--- config.mk ---
export PLATFORM = sky130hd
export DESIGN_NAME = priority_run_queue_with_affinity_unit_flat
export DESIGN_NICKNAME = d
export VERILOG_FILES = /design/src/prq_pkg.sv /design/src/prq_if.sv /design/src/priority_run_queue_with_affinity_unit.sv /design/src/flat_wrapper.sv
export SDC_FILE = /design/constraint.sdc
export NUM_CORES = 2
export LEC_CHECK = 0
export BUFFER_PORTS_ARGS = -buffer_cell sky130_fd_sc_hd__buf_2
export CORE_ASPECT_RATIO = 2
export CORE_MARGIN = 1
export CORE_UTILIZATION = 40
export DETAILED_ROUTE_END_ITERATION = 16
export GPL_TIMING_DRIVEN = 0
export HOLD_SLACK_MARGIN = 0.02
export REMOVE_ABC_BUFFERS = 1
export SETUP_SLACK_MARGIN = 0.3
export SLEW_MARGIN = 10
export SYNTH_ARGS = -nofsm -noshare
export SYNTH_HDL_FRONTEND = slang
export SYNTH_SLANG_ARGS = --single-unit
--- constraint.sdc ---
create_clock -name clk -period 6.8 [get_ports clk]
set_clock_uncertainty 0.15 [all_clocks]
set_input_delay 1.36 -clock clk [delete_from_list [all_inputs] [get_ports clk]]
set_output_delay 1.36 -clock clk [all_outputs]
set_load 0.02 [all_outputs]
--- src/prq_pkg.sv ---
// ----------------------------------------------------------------------------
// prq_pkg
// Shared types and constants for the priority run queue.
// ----------------------------------------------------------------------------
package prq_pkg;

    localparam int NUM_LEVELS = 16;
    localparam int NUM_TASKS  = 64;
    localparam int NUM_CORES  = 4;
    localparam int TID_W      = 6;
    localparam int LVL_W      = 4;
    localparam int CORE_W     = 2;
    localparam int CNT_W      = 7;
    localparam logic [15:0] MOVE_DELAY_RESET = 16'd10;

    typedef enum logic [1:0] {
        OP_ENQ  = 2'd0,
        OP_PICK = 2'd1,
        OP_STOP = 2'd2,
        OP_PRE  = 2'd3
    } opcode_t;

    typedef enum logic [3:0] {
        ST_IDLE,
        ST_LVL,
        ST_RD,
        ST_EVAL,
        ST_UNLINK,
        ST_LINK_RD,
        ST_LINK_WR,
        ST_TAKE,
        ST_DONE
    } state_t;

endpackage

--- src/prq_if.sv ---
// ----------------------------------------------------------------------------
// prq_in_if / prq_out_if / prq_cfg_if
// Valid/ready channels of the run queue.
// ----------------------------------------------------------------------------
interface prq_in_if;
    logic        valid;
    logic        ready;
    logic [1:0]  opcode;
    logic [5:0]  task_id;
    logic [3:0]  priority_req;
    logic        wired_valid;
    logic [1:0]  wired_core;
    logic [1:0]  core_id;
    logic [31:0] now_ticks;
    logic        tick_event;
    logic        stop_value;
    modport source (output valid, opcode, task_id, priority_req, wired_valid, wired_core,
                    core_id, now_ticks, tick_event, stop_value, input ready);
    modport sink (input valid, opcode, task_id, priority_req, wired_valid, wired_core,
                  core_id, now_ticks, tick_event, stop_value, output ready);
endinterface

interface prq_out_if;
    logic        valid;
    logic        ready;
    logic        found;
    logic [5:0]  chosen_task;
    logic        preempt;
    logic [6:0]  ready_total;
    logic [15:0] level_bitmap;
    modport source (output valid, found, chosen_task, preempt, ready_total, level_bitmap,
                    input ready);
    modport sink (input valid, found, chosen_task, preempt, ready_total, level_bitmap,
                  output ready);
endinterface

interface prq_cfg_if;
    logic        valid;
    logic        ready;
    logic [15:0] data;
    modport source (output valid, data, input ready);
    modport sink (input valid, data, output ready);
endinterface

--- src/priority_run_queue_with_affinity_unit.sv ---
// ----------------------------------------------------------------------------
// priority_run_queue_with_affinity_unit
// Multilevel ready queue with per-core affinity, walked by a sequencer.
// ----------------------------------------------------------------------------
// channel | dir | contents
// in_ch   | in  | opcode, task, level, wiring, core, ticks, tick, stop
// out_ch  | out | found, chosen task, preempt, ready total, level bitmap
// cfg_ch  | in  | move_delay
// Enqueue, set-stop, preempt: the word goes from idle through the done state,
// which registers the result. Pick: the sequencer walks one queue entry per
// read and evaluate step, two passes per level; each stopped task that is
// dropped rescans its level.
// Reset clears control, bitmap, count, queued/stop/last-valid bits; a deadline
// is written on a task's first take, before it is ever compared.
// A waiting result blocks a new word; input ready only in idle with output free.
// ----------------------------------------------------------------------------
module priority_run_queue_with_affinity_unit
    import prq_pkg::*;
(
    input  logic      clk,
    input  logic      rst_n,
    prq_in_if.sink    in_ch,
    prq_out_if.source out_ch,
    prq_cfg_if.sink   cfg_ch
);

    state_t state_reg, state_next;

    logic [15:0]            move_delay_reg;
    logic [TID_W-1:0]       head_reg [NUM_LEVELS];
    logic [TID_W-1:0]       tail_reg [NUM_LEVELS];
    logic [TID_W-1:0]       link_reg [NUM_TASKS];
    logic                   won_reg  [NUM_TASKS];
    logic [CORE_W-1:0]      wcore_reg[NUM_TASKS];
    logic [CORE_W-1:0]      lcore_reg[NUM_TASKS];
    logic [31:0]            dl_reg   [NUM_TASKS];
    logic [NUM_TASKS-1:0]   lvalid_reg, stop_reg, queued_reg;
    logic [NUM_LEVELS-1:0]  occ_reg;
    logic [CNT_W-1:0]       cnt_reg;

    // latched request
    opcode_t           op_reg;
    logic [TID_W-1:0]  tid_reg;
    logic [LVL_W-1:0]  pri_reg;
    logic              wv_reg, tick_reg, sv_reg;
    logic [CORE_W-1:0] wc_reg, core_reg;
    logic [31:0]       now_reg;

    // walk state
    logic [LVL_W-1:0]  lv_reg;
    logic              pass_reg, hp_reg;
    logic [TID_W-1:0]  t_reg, p_reg;
    logic [TID_W-1:0]  cur_reg;   // entry fields registered from the tables
    logic              al_reg, ok_reg, last_reg;
    logic [TID_W-1:0]  nxt_reg;
    logic [31:0]       sum_reg;

    logic              out_valid_reg, found_reg, pre_reg;
    logic [TID_W-1:0]  chosen_reg;

    logic in_fire, cfg_fire;
    assign in_ch.ready  = (state_reg == ST_IDLE) && !out_valid_reg;
    assign cfg_ch.ready = 1'b1;
    assign in_fire  = in_ch.valid && in_ch.ready;
    assign cfg_fire = cfg_ch.valid;

    always_comb
    begin
        state_next = state_reg;
        unique case (state_reg)
            ST_IDLE:    if (in_fire) state_next = (opcode_t'(in_ch.opcode) == OP_PICK) ?
                                                  ST_LVL : ST_DONE;
            ST_LVL:     state_next = occ_reg[lv_reg] ? ST_RD :
                                     (lv_reg == LVL_W'(NUM_LEVELS - 1)) ? ST_DONE : ST_LVL;
            ST_RD:      state_next = ST_EVAL;
            ST_EVAL:    state_next = (al_reg && (pass_reg || ok_reg)) ? ST_UNLINK :
                                     last_reg ? ((pass_reg && lv_reg ==
                                     LVL_W'(NUM_LEVELS - 1)) ? ST_DONE :
                                     pass_reg ? ST_LVL : ST_RD) : ST_RD;
            ST_UNLINK:  state_next = stop_reg[t_reg] ?
                                     ST_LVL : ST_TAKE;
            ST_TAKE:    state_next = ST_DONE;
            ST_DONE:    state_next = ST_IDLE;
            default:    state_next = ST_IDLE;
        endcase
    end

    always_ff @(posedge clk or negedge rst_n)
    begin
        if (!rst_n)
        begin
            state_reg      <= ST_IDLE;
            move_delay_reg <= MOVE_DELAY_RESET;
            occ_reg        <= '0;
            cnt_reg        <= '0;
            lvalid_reg     <= '0;
            stop_reg       <= '0;
            queued_reg     <= '0;
            out_valid_reg  <= 1'b0;
        end
        else
        begin
            state_reg <= state_next;
            if (cfg_fire)
                move_delay_reg <= cfg_ch.data;
            if (out_valid_reg && out_ch.ready)
                out_valid_reg <= 1'b0;
            unique case (state_reg)
                ST_IDLE:
                begin
                    if (in_fire)
                    begin
                        op_reg   <= opcode_t'(in_ch.opcode);
                        tid_reg  <= in_ch.task_id;
                        pri_reg  <= in_ch.priority_req;
                        wv_reg   <= in_ch.wired_valid;
                        wc_reg   <= in_ch.wired_core;
                        core_reg <= in_ch.core_id;
                        now_reg  <= in_ch.now_ticks;
                        tick_reg <= in_ch.tick_event;
                        sv_reg   <= in_ch.stop_value;
                        lv_reg   <= '0;
                        found_reg  <= 1'b0;
                        chosen_reg <= '0;
                        pre_reg    <= 1'b0;
                    end
                end
                ST_LVL:
                begin
                    pass_reg <= 1'b0;
                    hp_reg   <= 1'b0;
                    t_reg    <= head_reg[lv_reg];
                    if (!occ_reg[lv_reg] && lv_reg != LVL_W'(NUM_LEVELS - 1))
                        lv_reg <= lv_reg + 1'b1;
                end
                ST_RD:
                begin
                    // one table read per step, results registered for the compare
                    al_reg   <= !won_reg[t_reg] || (wcore_reg[t_reg] == core_reg);
                    ok_reg   <= !lvalid_reg[t_reg] || (lcore_reg[t_reg] == core_reg) ||
                                (dl_reg[t_reg] < now_reg);
                    last_reg <= (tail_reg[lv_reg] == t_reg);
                    nxt_reg  <= link_reg[t_reg];
                    cur_reg  <= t_reg;
                end
                ST_EVAL:
                begin
                    if (!(al_reg && (pass_reg || ok_reg)))
                    begin
                        if (last_reg)
                        begin
                            t_reg  <= head_reg[lv_reg];
                            hp_reg <= 1'b0;
                            if (pass_reg && lv_reg != LVL_W'(NUM_LEVELS - 1))
                                lv_reg <= lv_reg + 1'b1;
                            pass_reg <= !pass_reg;
                        end
                        else
                        begin
                            hp_reg <= 1'b1;
                            p_reg  <= cur_reg;
                            t_reg  <= nxt_reg;
                        end
                    end
                end
                ST_UNLINK:
                begin
                    if (hp_reg)
                    begin
                        link_reg[p_reg] <= nxt_reg;
                        if (last_reg)
                            tail_reg[lv_reg] <= p_reg;
                    end
                    else if (last_reg)
                        occ_reg[lv_reg] <= 1'b0;
                    else
                        head_reg[lv_reg] <= nxt_reg;
                    queued_reg[t_reg] <= 1'b0;
                    if (cnt_reg != '0)
                        cnt_reg <= cnt_reg - 1'b1;
                    sum_reg <= now_reg + {16'd0, move_delay_reg};
                end
                ST_TAKE:
                begin
                    if (!lvalid_reg[t_reg] || lcore_reg[t_reg] != core_reg)
                        dl_reg[t_reg] <= sum_reg;
                    lvalid_reg[t_reg] <= 1'b1;
                    lcore_reg[t_reg]  <= core_reg;
                    found_reg  <= 1'b1;
                    chosen_reg <= t_reg;
                end
                ST_DONE:
                begin
                    out_valid_reg <= 1'b1;
                    unique case (op_reg)
                        OP_ENQ:
                        begin
                            if (!queued_reg[tid_reg])
                            begin
                                won_reg[tid_reg]   <= wv_reg;
                                wcore_reg[tid_reg] <= wc_reg;
                                if (occ_reg[pri_reg])
                                    link_reg[tail_reg[pri_reg]] <= tid_reg;
                                else
                                    head_reg[pri_reg] <= tid_reg;
                                tail_reg[pri_reg]   <= tid_reg;
                                queued_reg[tid_reg] <= 1'b1;
                                cnt_reg <= cnt_reg + 1'b1;
                                occ_reg[pri_reg] <= 1'b1;
                            end
                        end
                        OP_STOP: stop_reg[tid_reg] <= sv_reg;
                        OP_PRE:
                            pre_reg <= ((occ_reg & ((NUM_LEVELS'(1) << pri_reg) -
                                       NUM_LEVELS'(1))) != '0) ||
                                       (tick_reg && occ_reg[pri_reg]);
                        OP_PICK: ;
                        default: ;
                    endcase
                end
                default: ;
            endcase
        end
    end

    // result reflects state after item; for enqueue the count/bitmap update
    // lands with out_valid, so outputs are read from the registers directly
    assign out_ch.valid        = out_valid_reg;
    assign out_ch.found        = found_reg;
    assign out_ch.chosen_task  = chosen_reg;
    assign out_ch.preempt      = pre_reg;
    assign out_ch.ready_total  = cnt_reg;
    assign out_ch.level_bitmap = occ_reg;

    a_no_accept_busy: assert property (@(posedge clk) disable iff (!rst_n)
        in_ch.ready |-> (state_reg == ST_IDLE && !out_valid_reg))
        else $error("accept while busy");
    a_found_pick: assert property (@(posedge clk) disable iff (!rst_n)
        (out_ch.valid && out_ch.found) |-> (op_reg == OP_PICK))
        else $error("found on non-pick");
    a_out_hold: assert property (@(posedge clk) disable iff (!rst_n)
        (out_ch.valid && !out_ch.ready) |=> out_ch.valid)
        else $error("result dropped");

endmodule

--- src/flat_wrapper.sv ---
// flat-port wrapper written by rule: the top's interface ports become plain ports
module priority_run_queue_with_affinity_unit_flat import prq_pkg::*;
  (clk, rst_n, in_ch_valid, in_ch_opcode, in_ch_task_id, in_ch_priority_req, in_ch_wired_valid, in_ch_wired_core, in_ch_core_id, in_ch_now_ticks, in_ch_tick_event, in_ch_stop_value, in_ch_ready, out_ch_valid, out_ch_found, out_ch_chosen_task, out_ch_preempt, out_ch_ready_total, out_ch_level_bitmap, out_ch_ready, cfg_ch_valid, cfg_ch_data, cfg_ch_ready);
  prq_in_if in_ch_i ();
  prq_out_if out_ch_i ();
  prq_cfg_if cfg_ch_i ();
  input  logic clk;
  input  logic rst_n;
  input wire logic [$bits(in_ch_i.valid)-1:0] in_ch_valid;
  input wire logic [$bits(in_ch_i.opcode)-1:0] in_ch_opcode;
  input wire logic [$bits(in_ch_i.task_id)-1:0] in_ch_task_id;
  input wire logic [$bits(in_ch_i.priority_req)-1:0] in_ch_priority_req;
  input wire logic [$bits(in_ch_i.wired_valid)-1:0] in_ch_wired_valid;
  input wire logic [$bits(in_ch_i.wired_core)-1:0] in_ch_wired_core;
  input wire logic [$bits(in_ch_i.core_id)-1:0] in_ch_core_id;
  input wire logic [$bits(in_ch_i.now_ticks)-1:0] in_ch_now_ticks;
  input wire logic [$bits(in_ch_i.tick_event)-1:0] in_ch_tick_event;
  input wire logic [$bits(in_ch_i.stop_value)-1:0] in_ch_stop_value;
  output wire logic [$bits(in_ch_i.ready)-1:0] in_ch_ready;
  output wire logic [$bits(out_ch_i.valid)-1:0] out_ch_valid;
  output wire logic [$bits(out_ch_i.found)-1:0] out_ch_found;
  output wire logic [$bits(out_ch_i.chosen_task)-1:0] out_ch_chosen_task;
  output wire logic [$bits(out_ch_i.preempt)-1:0] out_ch_preempt;
  output wire logic [$bits(out_ch_i.ready_total)-1:0] out_ch_ready_total;
  output wire logic [$bits(out_ch_i.level_bitmap)-1:0] out_ch_level_bitmap;
  input wire logic [$bits(out_ch_i.ready)-1:0] out_ch_ready;
  input wire logic [$bits(cfg_ch_i.valid)-1:0] cfg_ch_valid;
  input wire logic [$bits(cfg_ch_i.data)-1:0] cfg_ch_data;
  output wire logic [$bits(cfg_ch_i.ready)-1:0] cfg_ch_ready;
  assign in_ch_i.valid = in_ch_valid;
  assign in_ch_i.opcode = in_ch_opcode;
  assign in_ch_i.task_id = in_ch_task_id;
  assign in_ch_i.priority_req = in_ch_priority_req;
  assign in_ch_i.wired_valid = in_ch_wired_valid;
  assign in_ch_i.wired_core = in_ch_wired_core;
  assign in_ch_i.core_id = in_ch_core_id;
  assign in_ch_i.now_ticks = in_ch_now_ticks;
  assign in_ch_i.tick_event = in_ch_tick_event;
  assign in_ch_i.stop_value = in_ch_stop_value;
  assign in_ch_ready = in_ch_i.ready;
  assign out_ch_valid = out_ch_i.valid;
  assign out_ch_found = out_ch_i.found;
  assign out_ch_chosen_task = out_ch_i.chosen_task;
  assign out_ch_preempt = out_ch_i.preempt;
  assign out_ch_ready_total = out_ch_i.ready_total;
  assign out_ch_level_bitmap = out_ch_i.level_bitmap;
  assign out_ch_i.ready = out_ch_ready;
  assign cfg_ch_i.valid = cfg_ch_valid;
  assign cfg_ch_i.data = cfg_ch_data;
  assign cfg_ch_ready = cfg_ch_i.ready;
  priority_run_queue_with_affinity_unit u_core (.clk(clk), .rst_n(rst_n), .in_ch(in_ch_i), .out_ch(out_ch_i), .cfg_ch(cfg_ch_i));
endmodule
# Word-level counts from Yosys, hierarchy flattened
# Memory sizes are Yosys's and may differ from the RTL's. A register that Yosys moved wholly into a read port is not among the register bits.
# Index checks and enable logic that the tools add are counted.
op_classes:
  order_cmp: 9
  eq_ne: 26
  n_reduce_logical: 57
  muxes: 109
  n_bitwise: 10
  n_addsub: 5
  n_shift: 1
ops:
  columns: ["operator", "count"]
  rows:
  - ["64-bit two-way mux", 2]
  - ["64-bit OR", 2]
  - ["64-bit case mux with 2 select lines", 1]
  - ["4-bit two-way mux", 17]
  - ["6-bit two-way mux", 11]
  - ["64-bit AND", 1]
  - ["64-bit bitwise mux", 1]
  - ["16-bit two-way mux", 4]
  - ["64-bit NOT", 1]
  - ["1-bit two-way mux", 49]
  - ["32-bit by 16-bit adder with 32-bit output", 1]
  - ["16-bit AND", 2]
  - ["32-bit < comparator", 1]
  - ["16-bit case mux with 2 select lines", 1]
  - ["4-bit case mux with 6 select lines", 1]
  - ["6-bit case mux with 2 select lines", 2]
  - ["7-bit two-way mux", 3]
  - ["1-bit logical AND", 20]
  - ["1-bit binary-select mux with 6-bit select", 3]
  - ["6-bit OR reduction", 3]
  - ["16-bit NOT", 1]
  - ["16-bit OR", 1]
  - ["4-bit AND reduction", 4]
  - ["16-bit nonzero test", 1]
  - ["other kinds (41)", 84]
word_totals:
  memories: 7
  out_inout_bits: 34
  elab_cells: 254
  ramBits: 2944
  ff_bits: 354
memory_table:
  columns: ["memory", "depth", "word_bits", "rd", "rd_ports_with_merged_regs", "write_ports", "line_no", "rtl"]
  rows:
  - ["u_core.dl_reg", 64, 32, 1, 1, 1, "priority_run_queue_with_affinity_unit.sv:36", "logic [31:0] dl_reg [NUM_TASKS];"]
  - ["u_core.link_reg", 64, 6, 1, 1, 1, "priority_run_queue_with_affinity_unit.sv:32", "logic [TID_W-1:0] link_reg [NUM_TASKS];"]
  - ["u_core.lcore_reg", 64, 2, 1, 1, 1, "priority_run_queue_with_affinity_unit.sv:35", "logic [CORE_W-1:0] lcore_reg[NUM_TASKS];"]
  - ["u_core.wcore_reg", 64, 2, 1, 1, 1, "priority_run_queue_with_affinity_unit.sv:34", "logic [CORE_W-1:0] wcore_reg[NUM_TASKS];"]
  - ["u_core.head_reg", 16, 6, 1, 1, 1, "priority_run_queue_with_affinity_unit.sv:30", "logic [TID_W-1:0] head_reg [NUM_LEVELS];"]
  - ["u_core.tail_reg", 16, 6, 2, 2, 1, "priority_run_queue_with_affinity_unit.sv:31", "logic [TID_W-1:0] tail_reg [NUM_LEVELS];"]
  - ["+1 memories", null, null, null, null, null, null, null]

# Longest topological paths before layout
logic_depth:
  depth_word: 10
  ltp_mapped: 20
  ltp_nobuf: 14

# Worst setup path before layout
# OpenSTA, ideal clock, no wires.
synth_path:
  kind: "reg-to-reg"
  from: "register u_core.tid_reg[1]"
  to: "memory u_core.link_reg[0][0] (data pin)"
  period_less_slack_ns: 6.139
  setup_ns: 0.702
  n_path_buf: 2
  arrival_time_ns: 5.287
  required_ns: 5.948
  path_slack_ns: 0.661
  path_stages_with_launch: 10
  path_cell_list: "edfxtp_1 -> buf_2 -> mux4_2 -> and3_1 -> or4_1 -> or4_4 -> nor3_4 -> nand2_4 -> buf_2 -> o21ai_0"
synth_between:
  elab_chain_len: 9
synth_lines:
  columns: ["element", "line_no", "rtl"]
  rows:
  - ["start: declaration", "priority_run_queue_with_affinity_unit.sv:43", "logic [TID_W-1:0] tid_reg;"]
  - ["start signal: assignment", "priority_run_queue_with_affinity_unit.sv:114", "tid_reg <= in_ch.task_id;"]
  - ["1-bit binary-select mux with 6-bit select", "priority_run_queue_with_affinity_unit.sv:198", "if (!queued_reg[tid_reg])"]
  - ["1-bit two-way mux (implied by the code)", "priority_run_queue_with_affinity_unit.sv:198", null]
  - ["1-bit two-way mux", "priority_run_queue_with_affinity_unit.sv:198", null]
  - ["1-bit two-way mux", "priority_run_queue_with_affinity_unit.sv:195", "unique case (op_reg)"]
  - ["1-bit two-way mux", "priority_run_queue_with_affinity_unit.sv:108", "unique case (state_reg)"]
  - ["1-bit logical AND (implied by the code)", "priority_run_queue_with_affinity_unit.sv:203", "link_reg[tail_reg[pri_reg]] <= tid_reg;"]
  - ["1-bit two-way mux (implied by the code)", "priority_run_queue_with_affinity_unit.sv:203", null]
  - ["6-bit OR reduction (no source line)", null, null]
  - ["6-bit two-way mux (no source line)", null, null]
  - ["end: declaration", "priority_run_queue_with_affinity_unit.sv:32", null]
# No other way between the ends. The select of a mux whose other input is x is not followed.

==> summary.txt <==
Logic synthesis
  – Unique masters post-synth: 87
  – Asr flop ratio synth: 7.113%
  – Mapped Area: 132200 um^2
  – Yosys reg bits: 3318
  – Number of flops mapped to enable cells by yosys: 3068
  – Avg Inst Size Synth: 19.93 um^2
  – Seq/Total Area, Yosys: 74.39%
  – Yosys warns: 0
  – Prevailing post-synth register cell: edfxtp_1
  – Post-synthesis instance total: 6631

Routing
  – Drt wl/cell: 31.44 um
  – Router iterations before antenna repair: 8
  – DRC viols: 0
  – DR vias: 68200
  – Routed wire length: 363800 um
  – Antenna viol nets, final: 0
  – Vias per cell: 5.893
  – Detailed Route Iter0 Violations: 7216

Cells and area
  – Max reg flops: 2048
  – Layout cells sized above 1: 28.14%
  – Core Util, Final: 46.83%
  – Area grow syn2layout: 16.53%
  – Layout Nets: 7114

Power and ir drop
  – Sequential share of power: 48.1%
  – Power Internal: 0.03553 W
  – Cell area power density: 310.7 nW/um^2
  – P_sw: 0.01232 W
  – Clk network pwr share: 35.6%
  – Maximum vdd drop: 283.2 uV
  – P_leak: 49.00 nW
  – Combinational group share of total power: 16.3%
  – Sw Ratio: 25.74%

STA
  – Tmin final: 6.510 ns
  – Worst-Margin Slew: 1.290 ns
  – Setup violations, final: 0
  – Slew HR: 13.40%
  – Fmax achieved: 153.6 MHz
  – Final Hold Violating Endpoints: 0
  – Max-slew violation count: 0
  – Hold_ws: 0.2219 ns
  – Final period util: 95.74%
  – Setup ws final: 0.2895 ns
  – Setup tns final: 0 ns
  – RSZ-0062 raised after global routing: true

Place
  – GP Congestion: 0.8443
  – Place WS: -0.7782 ns
  – PortBufs: 104
  – Dpl hpwl: 238200 um

CTS
  – Clk Latency, worst-skew pair: 0.95 ns
  – CTS tree: built
  – H-tree levels: 5
  – CTS Buf Count: 302
  – Clock Sinks: 3318
  – Clk buf depth: 4
  – Root Driver: clkbuf_16
  – Reg clk slew, reported paths: 0.07 ns
  – Hold_buf cts: 0

Worst setup path
  – Reg2Reg Depth: 16
  – WP data arrival: 7.12 ns
  – Startpoint Class: register
  – Setup Crit Path Kind: reg -> reg
  – RR Endpoint: u_core.ok_reg
  – R2R Setup Slk: 0.29 ns
  – Req. time, crit path: 7.41 ns
  – Crit end category: register
  – Maximum fanout along the worst path: 53
  – CP endpoint: u_core.ok_reg

Job
  – Number of maximum-capacitance violations: 0

Global route
  – Initial antenna violation count: 6
  – First-pass GRT wire length: 519400 um
  – Largest net degree at the start of global routing: 114
  – All-Layer GR Usage: 21.60%
  – Vias in the first global route: 71260
  – Total gr overflow: 0

Floorplan
  – Die H: 814.9 um
  – Rows: 298
  – Num ports: 106
  – Core ar.: 328900 um^2
  – Initial core utilization: 40.19%
  – Die area: 332800 um^2
  – Die W: 408.4 um

Outcome
  – Outcome: finished clean

Hold path
  – Hold crit path type: in -> async
==> through the flow <==
step / total power (W) / area [um^2] / cells
3_3_place_gp: 0.03233 / 136500 / 10670
2_1_floorplan: 0.03050 / 130500 / 6216
5_1_grt: 0.04924 / 154000 / 11570
6_report: 0.04785 / 154000 / 11570
4_1_cts: 0.04814 / 153800 / 11560
3_5_place_dp: 0.03125 / 144100 / 11020
==> logic make-up (layout without fill, tap and decap cells) <==
| kind of cell | count (synthesis) | in the layout | synth area share, % |
|---|---|---|---|
| flops | 3318 | 3318 | 74.39 |
| mux | 1050 | 1050 | 16.24 |
| simple gates | 920 | 920 | 3.160 |
| compound gates | 762 | 762 | 3.900 |
| buf+inv | 473 | 1059 | 1.417 |
| fa+ha+maj | 59 | 59 | 0.5699 |
| xor+xnor | 48 | 48 | 0.3181 |
| other cells | 1 | 7 | 0.002837 |
==> worst max-delay path, cell delays in order (launching register included) <==
cell       delay, ns
dfxtp_4         0.61
buf_12          0.27
buf_16          0.29
buf_16          0.30
buf_16          0.33
mux4_2          0.37
mux4_2          0.56
mux4_2          0.64
ha_1            0.36
a2111oi_0       0.42
o21ai_0         0.18
a31o_2          0.28
a21oi_2         0.24
o21ai_0         0.14
and3_1          0.21
a211oi_4        0.45
or3b_2          0.30
==> power groups by stage <==
| stage | combinational [W] | sequential, W | clock [W] |
|---|---|---|---|
| after floorplan | 0.00658 | 0.0239 | 0 |
| after global placement | 0.00795 | 0.0244 | 0 |
| after detailed placement | 0.00779 | 0.0235 | 0 |
| after CTS | 0.00785 | 0.0230 | 0.0173 |
| after global routing | 0.00824 | 0.0230 | 0.0180 |
| final | 0.00781 | 0.0230 | 0.0170 |
==> cell usage in the layout, fill, tap and decap left out, types with 15 or more instances in the layout <==
cell type / synthesis / routed
nor2b_1: 24 / 24
o21bai_1: 66 / 65
and2_1: 21 / 19
a22oi_1: 212 / 212
mux2_2: 130 / 131
inv_1: 56 / 55
clkinv_2: 0 / 45
edfxtp_1: 3068 / 3068
nor2_1: 390 / 322
dfrtp_1: 234 / 234
mux4_2: 860 / 860
buf_12: 0 / 123
nand3_1: 47 / 47
and3_1: 26 / 24
o21ai_1: 6 / 15
clkbuf_16: 0 / 314
bufinv_16: 0 / 22
buf_4: 4 / 36
buf_8: 0 / 46
nand2_1: 241 / 239
nand4_1: 52 / 52
a221oi_1: 28 / 28
buf_6: 2 / 32
clkbuf_1: 249 / 53
xnor2_1: 37 / 37
clkinv_1: 1 / 62
buf_2: 52 / 105
a21oi_1: 103 / 98
nor3_1: 38 / 32
buf_16: 0 / 117
a31oi_1: 134 / 134
o21ai_0: 95 / 84
mux2i_1: 51 / 51
ha_1: 57 / 57
nor2_4: 0 / 66
a22o_1: 29 / 29
==> cell usage after synthesis, drive strengths merged, types with 7 or more instances <==
cell type | instances | area share (%)
edfxtp | 3068 | 70
mux4 | 860 | 15
nor2 | 390 | 1.1
clkbuf | 251 | 0.71
nand2 | 242 | 0.69
dfrtp | 234 | 4.4
a22oi | 212 | 1.2
buf | 164 | 0.54
a31oi | 134 | 0.63
mux2 | 132 | 1.1
a21oi | 106 | 0.41
o21ai | 101 | 0.38
o21bai | 66 | 0.37
mux2i | 58 | 0.46
ha | 57 | 0.54
inv | 57 | 0.16
nand4 | 53 | 0.26
nand3 | 47 | 0.18
nor3 | 40 | 0.16
xnor2 | 37 | 0.25
a22o | 29 | 0.19
a221oi | 28 | 0.19
and3 | 27 | 0.13
nor2b | 24 | 0.11
and2 | 22 | 0.10
nor3b | 18 | 0.10
o22ai | 17 | 0.080
a21o | 14 | 0.080
dfxtp | 14 | 0.21
nand2b | 14 | 0.066
xor2 | 11 | 0.073
and3b | 9 | 0.060
a211oi | 7 | 0.040
nor4 | 7 | 0.033
o21a | 7 | 0.040
or2 | 7 | 0.033
==> per-layer routing <==
metal / wire [um] / GRT usage, % / vias to the layer above
li1: - / - / 28110
met1: 129800 / 25.16 / 36740
met2: 198500 / 39.75 / 2652
met3: 19630 / 2.847 / 698
met4: 15840 / 8.797 / 4
met5: 17 / 0 / -
==> repair_timing <==
item                       in CTS  in global routing
gates cloned                    0                  4
hold endpoints to repair        0                  0
setup endpoints to repair     193                 25
resized for setup               6                  9
setup buffers                   2                  1
pin swaps                       0                  1
==> area by class of cell <==
cell class	instances	area, um^2
sequential	3318	98350
multi-input combinational	2840	32730
timing repair buffer	463	7630
clock inverter	165	1523
antenna	6	15.01
inverter	58	217.7
tap	4350	5443
fill	27070	174900
clock buffer	373	8094
==> how the worst min path moves through the flow <==
stage / depth (start not counted) / slack [ns] / to / start
after global routing: 1 / 0.24 / u_core.out_ch.ready_total[6] / rst_n
after global placement: 0 / 0.25 / u_core.p_reg[1] / u_core.cur_reg[1]
after detailed placement: 0 / 0.26 / u_core.p_reg[0] / u_core.cur_reg[0]
after CTS: 1 / 0.21 / u_core.out_ch.ready_total[6] / rst_n
after floorplan: 0 / 0.25 / u_core.p_reg[0] / u_core.cur_reg[0]
final: 1 / 0.22 / u_core.out_ch.level_bitmap[9] / rst_n
Power figures use the tool's default switching activity.
